## config.mk

```make
export PLATFORM = sky130hd
export DESIGN_NAME = elf_string_hash_bucket
export DESIGN_NICKNAME = d
export VERILOG_FILES = /design/src/sv/ehash_pkg.sv /design/src/sv/ehash_front.sv /design/src/sv/ehash_fifo.sv /design/src/sv/ehash_back.sv /design/src/sv/elf_string_hash_bucket.sv
export SDC_FILE = /design/constraint.sdc
export NUM_CORES = 1
export LEC_CHECK = 0
export ABC_CLOCK_PERIOD_IN_PS = 13900
export BUFFER_PORTS_ARGS = -buffer_cell sky130_fd_sc_hd__buf_2
export CORE_UTILIZATION = 55
export CTS_BUF_LIST = sky130_fd_sc_hd__clkbuf_8
export DETAILED_ROUTE_END_ITERATION = 10
export PLACE_DENSITY = 0.81
export SETUP_SLACK_MARGIN = 0.2
export SKIP_CTS_REPAIR_TIMING = 1
export SYNTH_ARGS = -nofsm -noshare
export SYNTH_HDL_FRONTEND = slang
export SYNTH_HIERARCHICAL = 1
export SYNTH_SLANG_ARGS = --single-unit
```

## constraint.sdc

```tcl
create_clock -name clk_i -period 13.9 [get_ports clk_i]
set_input_delay 0.695 -clock clk_i [delete_from_list [all_inputs] [get_ports clk_i]]
set_output_delay 0.695 -clock clk_i [all_outputs]
set_load 0.01 [all_outputs]
```

## src/sv/ehash_pkg.sv

```systemverilog
// Shared types, constants and the hash step function of the string hash block.
package ehash_pkg;

  localparam int unsigned HASH_W   = 28;
  localparam int unsigned BYTE_W   = 8;
  localparam int unsigned BUCKET_W = 16;
  localparam int unsigned ADDR_W   = 1;
  localparam int unsigned DATA_W   = 32;

  localparam int unsigned FIFO_DEPTH_DEFAULT = 4;

  localparam logic [BUCKET_W-1:0] BUCKET_COUNT_RESET = 16'd1024;
  localparam logic [ADDR_W-1:0]   REG_BUCKET_COUNT   = 1'b0;

  typedef logic [HASH_W-1:0] hash_t;

  // queue status seen by both sides
  typedef struct packed {
    logic full;
    logic empty;
  } qstat_t;

  // shift in one byte, fold the top nibble in at bit 4 and clear it
  function automatic hash_t hash_step(input hash_t h, input logic [BYTE_W-1:0] b);
    logic [HASH_W+3:0] t;
    logic [3:0]        top;
    begin
      t   = {h, 4'b0000} + {{(HASH_W-4){1'b0}}, b};
      top = t[HASH_W+3:HASH_W];
      return t[HASH_W-1:0] ^ {{(HASH_W-8){1'b0}}, top, 4'b0000};
    end
  endfunction

endpackage

```

## src/sv/ehash_front.sv

```systemverilog
// Front end: takes input bytes, keeps the running hash, queues the finished hash.
module ehash_front (
  input  logic                              clk_i,
  input  logic                              rst_ni,
  input  logic                              in_valid_i,
  output logic                              in_stall_o,
  input  logic [ehash_pkg::BYTE_W-1:0]      data_byte_i,
  input  logic                              has_byte_i,
  input  logic                              last_byte_i,
  input  ehash_pkg::qstat_t                 qstat_i,
  output logic                              push_o,
  output ehash_pkg::hash_t                  push_hash_o
);

  ehash_pkg::hash_t hash_q, hash_d, upd;
  logic             accept;

  assign in_stall_o = qstat_i.full;
  assign accept     = in_valid_i && !in_stall_o;
  assign upd        = has_byte_i ? ehash_pkg::hash_step(hash_q, data_byte_i) : hash_q;

  assign push_o      = accept && last_byte_i;
  assign push_hash_o = upd;

  always_comb begin
    hash_d = hash_q;
    if (accept) begin
      hash_d = last_byte_i ? '0 : upd;
    end
  end

  always_ff @(posedge clk_i or negedge rst_ni) begin
    if (!rst_ni) begin
      hash_q <= '0;
    end else begin
      hash_q <= hash_d;
    end
  end

endmodule

```

## src/sv/ehash_fifo.sv

```systemverilog
// Short queue of finished hashes between the front end and the divider.
module ehash_fifo #(
  parameter int unsigned Depth = ehash_pkg::FIFO_DEPTH_DEFAULT
) (
  input  logic              clk_i,
  input  logic              rst_ni,
  input  logic              push_i,
  input  ehash_pkg::hash_t  push_hash_i,
  input  logic              pop_i,
  output ehash_pkg::hash_t  pop_hash_o,
  output ehash_pkg::qstat_t qstat_o
);

  localparam int unsigned PtrW = (Depth > 1) ? $clog2(Depth) : 1;
  localparam int unsigned CntW = $clog2(Depth + 1);

  ehash_pkg::hash_t mem_q [Depth];
  logic [PtrW-1:0]  wr_ptr_q, wr_ptr_d, rd_ptr_q, rd_ptr_d;
  logic [CntW-1:0]  cnt_q, cnt_d;
  logic             do_push, do_pop;

  assign qstat_o.full  = (cnt_q == CntW'(Depth));
  assign qstat_o.empty = (cnt_q == '0);
  assign do_push       = push_i && !qstat_o.full;
  assign do_pop        = pop_i && !qstat_o.empty;
  assign pop_hash_o    = mem_q[rd_ptr_q];

  always_comb begin
    wr_ptr_d = wr_ptr_q;
    rd_ptr_d = rd_ptr_q;
    cnt_d    = cnt_q;
    if (do_push) begin
      wr_ptr_d = (wr_ptr_q == PtrW'(Depth - 1)) ? '0 : wr_ptr_q + 1'b1;
    end
    if (do_pop) begin
      rd_ptr_d = (rd_ptr_q == PtrW'(Depth - 1)) ? '0 : rd_ptr_q + 1'b1;
    end
    if (do_push && !do_pop) begin
      cnt_d = cnt_q + 1'b1;
    end else if (do_pop && !do_push) begin
      cnt_d = cnt_q - 1'b1;
    end
  end

  always_ff @(posedge clk_i or negedge rst_ni) begin
    if (!rst_ni) begin
      wr_ptr_q <= '0;
      rd_ptr_q <= '0;
      cnt_q    <= '0;
    end else begin
      wr_ptr_q <= wr_ptr_d;
      rd_ptr_q <= rd_ptr_d;
      cnt_q    <= cnt_d;
    end
  end

  always_ff @(posedge clk_i) begin
    if (do_push) begin
      mem_q[wr_ptr_q] <= push_hash_i;
    end
  end

`ifndef SYNTH
  a_no_overflow: assert property (@(posedge clk_i) disable iff (!rst_ni)
    push_i |-> !qstat_o.full)
    else $error("hash pushed into a full queue");

  a_no_underflow: assert property (@(posedge clk_i) disable iff (!rst_ni)
    pop_i |-> !qstat_o.empty)
    else $error("hash popped from an empty queue");

  a_count_track: assert property (@(posedge clk_i) disable iff (!rst_ni)
    (do_push && !do_pop) |=> (cnt_q == $past(cnt_q) + 1'b1))
    else $error("queue count lost a push");
`endif

endmodule

```

## src/sv/ehash_back.sv

```systemverilog
// Back end: bit-serial modulo of the queued hash and the output register.
module ehash_back (
  input  logic                               clk_i,
  input  logic                               rst_ni,
  input  ehash_pkg::qstat_t                  qstat_i,
  input  ehash_pkg::hash_t                   pop_hash_i,
  output logic                               pop_o,
  input  logic [ehash_pkg::BUCKET_W-1:0]     bucket_count_i,
  output logic                               out_valid_o,
  input  logic                               out_stall_i,
  output logic [ehash_pkg::BUCKET_W-1:0]     bucket_index_o,
  output ehash_pkg::hash_t                   hash_value_o
);

  localparam int unsigned HW   = ehash_pkg::HASH_W;
  localparam int unsigned BW   = ehash_pkg::BUCKET_W;
  localparam int unsigned CntW = $clog2(HW);

  localparam logic [1:0] ST_IDLE = 2'd0;
  localparam logic [1:0] ST_BUSY = 2'd1;
  localparam logic [1:0] ST_DONE = 2'd2;

  logic [1:0]       state_q, state_d;
  logic [CntW-1:0]  cnt_q, cnt_d;
  ehash_pkg::hash_t hash_q, hash_d, dvd_q, dvd_d;
  logic [BW-1:0]    div_q, div_d, rem_q, rem_d;
  logic [BW:0]      trial, diff;
  logic             out_valid_q, out_valid_d, out_free, load_out;
  logic [BW-1:0]    bucket_q, bucket_d;
  ehash_pkg::hash_t hval_q, hval_d;

  assign trial    = {rem_q, dvd_q[HW-1]};
  assign diff     = trial - {1'b0, div_q};
  assign out_free = !out_valid_q || !out_stall_i;
  assign pop_o    = (state_q == ST_IDLE) && !qstat_i.empty;
  assign load_out = (state_q == ST_DONE) && out_free;

  always_comb begin
    state_d = state_q;
    cnt_d   = cnt_q;
    hash_d  = hash_q;
    dvd_d   = dvd_q;
    div_d   = div_q;
    rem_d   = rem_q;
    case (state_q)
      ST_IDLE: begin
        if (pop_o) begin
          hash_d  = pop_hash_i;
          dvd_d   = pop_hash_i;
          div_d   = bucket_count_i;
          rem_d   = '0;
          cnt_d   = '0;
          state_d = ST_BUSY;
        end
      end
      ST_BUSY: begin
        // one quotient bit per cycle, restoring form
        rem_d = diff[BW] ? trial[BW-1:0] : diff[BW-1:0];
        dvd_d = {dvd_q[HW-2:0], 1'b0};
        cnt_d = cnt_q + 1'b1;
        if (cnt_q == CntW'(HW - 1)) begin
          state_d = ST_DONE;
        end
      end
      ST_DONE: begin
        if (out_free) begin
          state_d = ST_IDLE;
        end
      end
      default: state_d = ST_IDLE;
    endcase
  end

  always_comb begin
    out_valid_d = out_valid_q;
    bucket_d    = bucket_q;
    hval_d      = hval_q;
    if (load_out) begin
      out_valid_d = 1'b1;
      bucket_d    = (div_q == '0) ? '0 : rem_q;
      hval_d      = hash_q;
    end else if (out_valid_q && !out_stall_i) begin
      out_valid_d = 1'b0;
    end
  end

  always_ff @(posedge clk_i or negedge rst_ni) begin
    if (!rst_ni) begin
      state_q     <= ST_IDLE;
      cnt_q       <= '0;
      out_valid_q <= 1'b0;
    end else begin
      state_q     <= state_d;
      cnt_q       <= cnt_d;
      out_valid_q <= out_valid_d;
    end
  end

  always_ff @(posedge clk_i) begin
    hash_q   <= hash_d;
    dvd_q    <= dvd_d;
    div_q    <= div_d;
    rem_q    <= rem_d;
    bucket_q <= bucket_d;
    hval_q   <= hval_d;
  end

  assign out_valid_o    = out_valid_q;
  assign bucket_index_o = bucket_q;
  assign hash_value_o   = hval_q;

endmodule

```

## src/sv/elf_string_hash_bucket.sv

```systemverilog
// Top level of the ELF/PJW string hash with bucket selection.
// The block hashes a string one byte per input word and, on the word marked
// last, returns the 28-bit ELF/PJW hash and that hash modulo bucket_count.
// Bytes are taken one per cycle, with no gap between words or strings, as
// long as the result queue has room. Each string's end hands the hash to a
// bit-serial divider that works one string at a time (one load, 28 remainder
// steps, one hand-over to the output register) and takes the next hash only
// after the hand-over; a queue of FifoDepth hashes absorbs back-to-back short
// strings. A word with has_byte low and last_byte low is taken and dropped;
// a lone last word without a byte gives hash 0 and bucket 0. A bucket_count
// of zero yields bucket 0. bucket_count sits at byte address 0 of the APB
// port and resets to 1024; write it only while no string is in flight.
module elf_string_hash_bucket #(
  parameter int unsigned FifoDepth = ehash_pkg::FIFO_DEPTH_DEFAULT
) (
  input  logic                               clk_i,
  input  logic                               rst_ni,
  // APB configuration port
  input  logic                               psel,
  input  logic                               penable,
  input  logic                               pwrite,
  input  logic [ehash_pkg::ADDR_W-1:0]       paddr,
  input  logic [ehash_pkg::DATA_W-1:0]       pwdata,
  output logic [ehash_pkg::DATA_W-1:0]       prdata,
  output logic                               pready,
  // input byte stream
  input  logic                               in_valid_i,
  output logic                               in_stall_o,
  input  logic [ehash_pkg::BYTE_W-1:0]       data_byte_i,
  input  logic                               has_byte_i,
  input  logic                               last_byte_i,
  // result stream
  output logic                               out_valid_o,
  input  logic                               out_stall_i,
  output logic [ehash_pkg::BUCKET_W-1:0]     bucket_index_o,
  output logic [ehash_pkg::HASH_W-1:0]       hash_value_o
);

  logic [ehash_pkg::BUCKET_W-1:0] bucket_count_q, bucket_count_d;
  ehash_pkg::qstat_t              qstat;
  ehash_pkg::hash_t               push_hash, pop_hash;
  logic                           push, pop;

  // Register file: one writable register, always ready.
  assign pready = 1'b1;

  always_comb begin
    bucket_count_d = bucket_count_q;
    if (psel && penable && pwrite && pready && (paddr == ehash_pkg::REG_BUCKET_COUNT)) begin
      bucket_count_d = pwdata[ehash_pkg::BUCKET_W-1:0];
    end
  end

  always_comb begin
    prdata = '0;
    if (paddr == ehash_pkg::REG_BUCKET_COUNT) begin
      prdata = {{(ehash_pkg::DATA_W-ehash_pkg::BUCKET_W){1'b0}}, bucket_count_q};
    end
  end

  always_ff @(posedge clk_i or negedge rst_ni) begin
    if (!rst_ni) begin
      bucket_count_q <= ehash_pkg::BUCKET_COUNT_RESET;
    end else begin
      bucket_count_q <= bucket_count_d;
    end
  end

  // Front end: fold each byte into the running hash, push on the last word.
  ehash_front u_front (
    .clk_i       (clk_i),
    .rst_ni      (rst_ni),
    .in_valid_i  (in_valid_i),
    .in_stall_o  (in_stall_o),
    .data_byte_i (data_byte_i),
    .has_byte_i  (has_byte_i),
    .last_byte_i (last_byte_i),
    .qstat_i     (qstat),
    .push_o      (push),
    .push_hash_o (push_hash)
  );

  // Queue: hold finished hashes while the divider works.
  ehash_fifo #(
    .Depth (FifoDepth)
  ) u_fifo (
    .clk_i       (clk_i),
    .rst_ni      (rst_ni),
    .push_i      (push),
    .push_hash_i (push_hash),
    .pop_i       (pop),
    .pop_hash_o  (pop_hash),
    .qstat_o     (qstat)
  );

  // Back end: reduce modulo bucket_count and present the result word.
  ehash_back u_back (
    .clk_i          (clk_i),
    .rst_ni         (rst_ni),
    .qstat_i        (qstat),
    .pop_hash_i     (pop_hash),
    .pop_o          (pop),
    .bucket_count_i (bucket_count_q),
    .out_valid_o    (out_valid_o),
    .out_stall_i    (out_stall_i),
    .bucket_index_o (bucket_index_o),
    .hash_value_o   (hash_value_o)
  );

endmodule
```

==> Flow_metrics.wiki <==
{| class="wikitable"
! Metric !! Value
|-
| Result of the run || complete, no violations
|-
| CTS H-tree lvls || 2
|-
| Fillers || 1758
|-
| Total setup violations reported at the end of the flow || 0
|-
| Gr usage total || 21.28%
|-
| Clock share of power || 21.7%
|-
| Clock edge transition at the registers on the reported setup and hold paths || 60 ps
|-
| Number of synthesized flops with an enable pin || 244
|-
| Simple-gate portion of the synthesized area || 10.61%
|-
| Detailed placer's ending HPWL || 16100 µm
|-
| Synthesized instance count || 927
|-
| Cell types occupying the most area after synthesis || edfxtp_1 (55%), dfrtp_1 (11%), mux4_2 (4.7%), nand2_1 (3.8%), xnor2_1 (2.7%)
|-
| Post-detailed-route count of antenna-violating nets || 0
|-
| Routability Congestion || 0.8557
|-
| Routed len/inst || 17.73 µm
|-
| Relative area change from synthesis to final layout || 11.62%
|-
| Via-per-instance ratio || 5.471
|-
| Switching share of total power || 33.12%
|-
| Static Leakage || 5.838 nW
|-
| Initial standard-cell utilization of the core || 56.28%
|-
| Routed wire length || 24730 µm
|-
| Sequential-to-total area share from yosys stat || 66.26%
|-
| Slew at the pin with the worst max-slew slack || 1173 ps
|-
| R2r setup slk || 10730 ps
|-
| Capturing point of the worst reg2reg path || u_fifo/mem_q[3][24]
|-
| RR Startpoint || u_front/hash_q[0]
|-
| GR Overflow Total || 0
|-
| Maximum number of pins on one net before global-route repair || 60
|-
| Deepest clock path buffer count || 3
|-
| Adder-cell share of the synthesized area || 2.994%
|-
| Vias in the first global route || 7729
|-
| Crit path capture type || flip-flop
|-
| Nets || 1121
|-
| Placeable core region || 0.02361 mm²
|-
| Leading cell type in the layout, fill and taps excluded || edfxtp_1
|-
| Number of top-level pins || 129
|-
| Setup TNS || 0 ps
|-
| End point of the critical path || u_fifo/mem_q[3][24]
|-
| Total vias in the final route || 7632
|-
| Seq pwr share || 46.4%
|-
| Clock latency on the worst-skew pair || 550 ps
|-
| Violation count after the first detailed-route iteration || 556
|-
| Cts bufs inserted || 46
|-
| Cells along the critical path || ha_1 > fa_1 > a21o_1 > a21oi_1 > nor3b_1 > xnor2_1 > a21oi_1
|-
| Crit path from || u_front/hash_q[0]
|-
| Placement row count || 56
|-
| Initial antenna violation count || 0
|-
| Non-filler instance count after layout || 1395
|-
| Maximum fanout along the worst path || 12
|-
| CTS tree || yes
|-
| Pre-antenna DRT Iters || 6
|-
| Distinct cell type count after synthesis || 66
|-
| Highest clock frequency the design can meet || 315.3 MHz
|-
| PortBufs || 95
|-
| Crit Path Class || reg2reg
|-
| Fraction of synthesized cell area in xor and xnor cells || 3.371%
|-
| Class of the tightest hold or removal check || in2async
|-
| CTS Root Buffer Type || clkbuf_8
|-
| Switching power || 0.001009 W
|-
| Worst Reg2Reg Path Length in Cells || 7
|-
| Final hold violation count || 0
|-
| Crit-path most repeated cell || a21oi_1
|-
| Number of maximum-capacitance violations || 0
|-
| Delay contributed by the slowest stage of the critical path || 910 ps
|-
| Total die area || 0.02479 mm²
|-
| Fraction of the mapped netlist area in compound gates || 4.905%
|-
| Fraction of post-synthesis cell area in the top cell type by area || 55.14%
|-
| Critical Path RT || 14180 ps
|-
| Clock Skews || 21.30 ps
|-
| Part of the power in combinational logic || 31.9%
|-
| Chip Width || 157.4 µm
|-
| Overall die height || 157.4 µm
|-
| DRC viols || 0
|-
| Number of flip-flops and latches in the synthesized netlist || 303
|-
| Power density over the cells || 205.3 mW/mm²
|-
| Commonest cells after routing, fill and taps aside || edfxtp_1 (244), nand2_1 (133), buf_2 (95), dfrtp_1 (57)
|-
| Layout cells sized above 1 || 21.84%
|-
| First-pass GRT wire length || 40240 µm
|-
| Internal || 0.002036 W
|-
| Final antenna diode count || 0
|-
| Data arrival time of the critical path || 3450 ps
|-
| Final critical-path required period || 3172 ps
|-
| Cell type group with the largest total delay on the critical path || compound AO/OA/AOI/OAI gates
|-
| Levels on crit path || 7
|-
| Type of element launching the critical path || flip-flop
|-
| Number of buffer and inverter instances along the worst setup path || 0
|-
| RSZ-0062 raised after global routing || false
|-
| Worst-path cell with the longest stage delay || a21oi_1
|-
| Placed instance count || 1312
|-
| Asr flop ratio synth || 19.47%
|-
| Number of sinks on the clock net || 303
|-
| Share of cell area taken by muxes after synthesis || 8.671%
|-
| Worst max-slew margin expressed relative to the limit || 21.82%
|-
| Yosys warning count || 6
|-
| Syn_area_per_cell || 14.34 µm²
|-
| Max Transition Viols Final || 0
|-
| Predominant post-synthesis flop cell || edfxtp_1
|-
| Dominant combinational cell family by area after synthesis || simple AND/OR/NAND/NOR gates
|-
| Maximum VDD drop || 0.00009903 V
|-
| Most area-hungry cell type in the Yosys netlist || edfxtp_1
|-
| Fin crit share || 22.82%
|-
| Post-synthesis instance area || 0.01329 mm²
|}
[flip-flops by register name (all words and copies together), names as in the netlist, 28 cells and up]
| register | flops |
|---|---|
| u_back/dvd_q | 28 |
| u_back/hash_value_o | 28 |
| u_fifo/mem_q | 112 |
| u_back/hash_q | 28 |
| u_front/hash_q | 28 |
[area by class of cell]
type	instances	area [µm²]	area share, %
multi-input combinational	560	4154	28.00
inverter	26	97.59	0.6579
clock buffer	49	674.4	4.547
sequential	303	8806	59.37
clock inverter	34	158.9	1.071
timing repair buffer	104	543.0	3.661
tap	319	399.1	2.691
[power by group through the flow]
stage	Sequential (W)	Clock (W)	Combinational, W
after floorplan	0.00137	0	0.000804
after global placement	0.00142	0	0.000934
after detailed placement	0.00143	0	0.000974
after CTS	0.00141	0.000678	0.000975
after global routing	0.00143	0.000713	0.00108
final	0.00141	0.000661	0.000972
[worst min path at each step]
stage                       from                       to  slack (ps)
2_1_floorplan             rst_ni        bucket_count_q[0]         400
3_3_place_gp    u_back/hash_q[8]   u_back/hash_value_o[8]         400
3_5_place_dp   u_back/hash_q[18]  u_back/hash_value_o[18]         400
4_1_cts                   rst_ni       u_fifo/wr_ptr_q[0]         350
5_1_grt                pwdata[6]        bucket_count_q[6]         360
6_report                  rst_ni       u_front/hash_q[15]         330
[per-layer routing]
| metal | GRT usage, % | up-vias | part of all wire (%) |
|---|---|---|---|
| met5 | 0 | - | 0 |
| met4 | 8.229 | 0 | 2.8 |
| met3 | 3.689 | 52 | 5.8 |
| met2 | 34.83 | 280 | 49 |
| met1 | 28.52 | 3718 | 43 |
| li1 | - | 3582 | - |
[cells by family after synthesis]
| kind of cell | after synthesis |
|---|---|
| compound gates | 104 |
| fa+ha+maj | 30 |
| flops | 303 |
| mux | 72 |
| buf+inv | 79 |
| simple gates | 288 |
| other cells | 2 |
| xor+xnor | 49 |
[cell usage after synthesis (all sizes together) (3+ instances only)]
library cell	n
xnor2	41
o21ai	29
nor3b	3
edfxtp	244
nor2	50
nand2	133
mux4	28
nor2b	14
and2	23
xor2	8
fa	3
a31oi	4
dfrtp	58
inv	26
mux2i	15
nand4	5
mux2	29
o22ai	4
and3	3
nor4	7
clkbuf	22
a21oi	40
nand2b	7
nor3	15
a22o	7
a21o	9
and4	3
and2b	7
buf	31
ha	27
nand3	11
[stage by stage]
step                      hold WS [ps]  utilization (%)  total power (W)  setup WS [ps]  cell area (µm²)
after floorplan                  399.4                -         0.002174           8292            13350
after global placement           402.8            59.29         0.002355          10470            14000
after global routing             362.2            62.82         0.003231          10560            14830
after CTS                        346.1            62.82         0.003067          10780            14830
after detailed placement         404.5            59.29         0.002404          10410            14000
final                            326.9            62.82         0.003045          10730            14830
No activity file was read; power rests on OpenSTA's default activity.
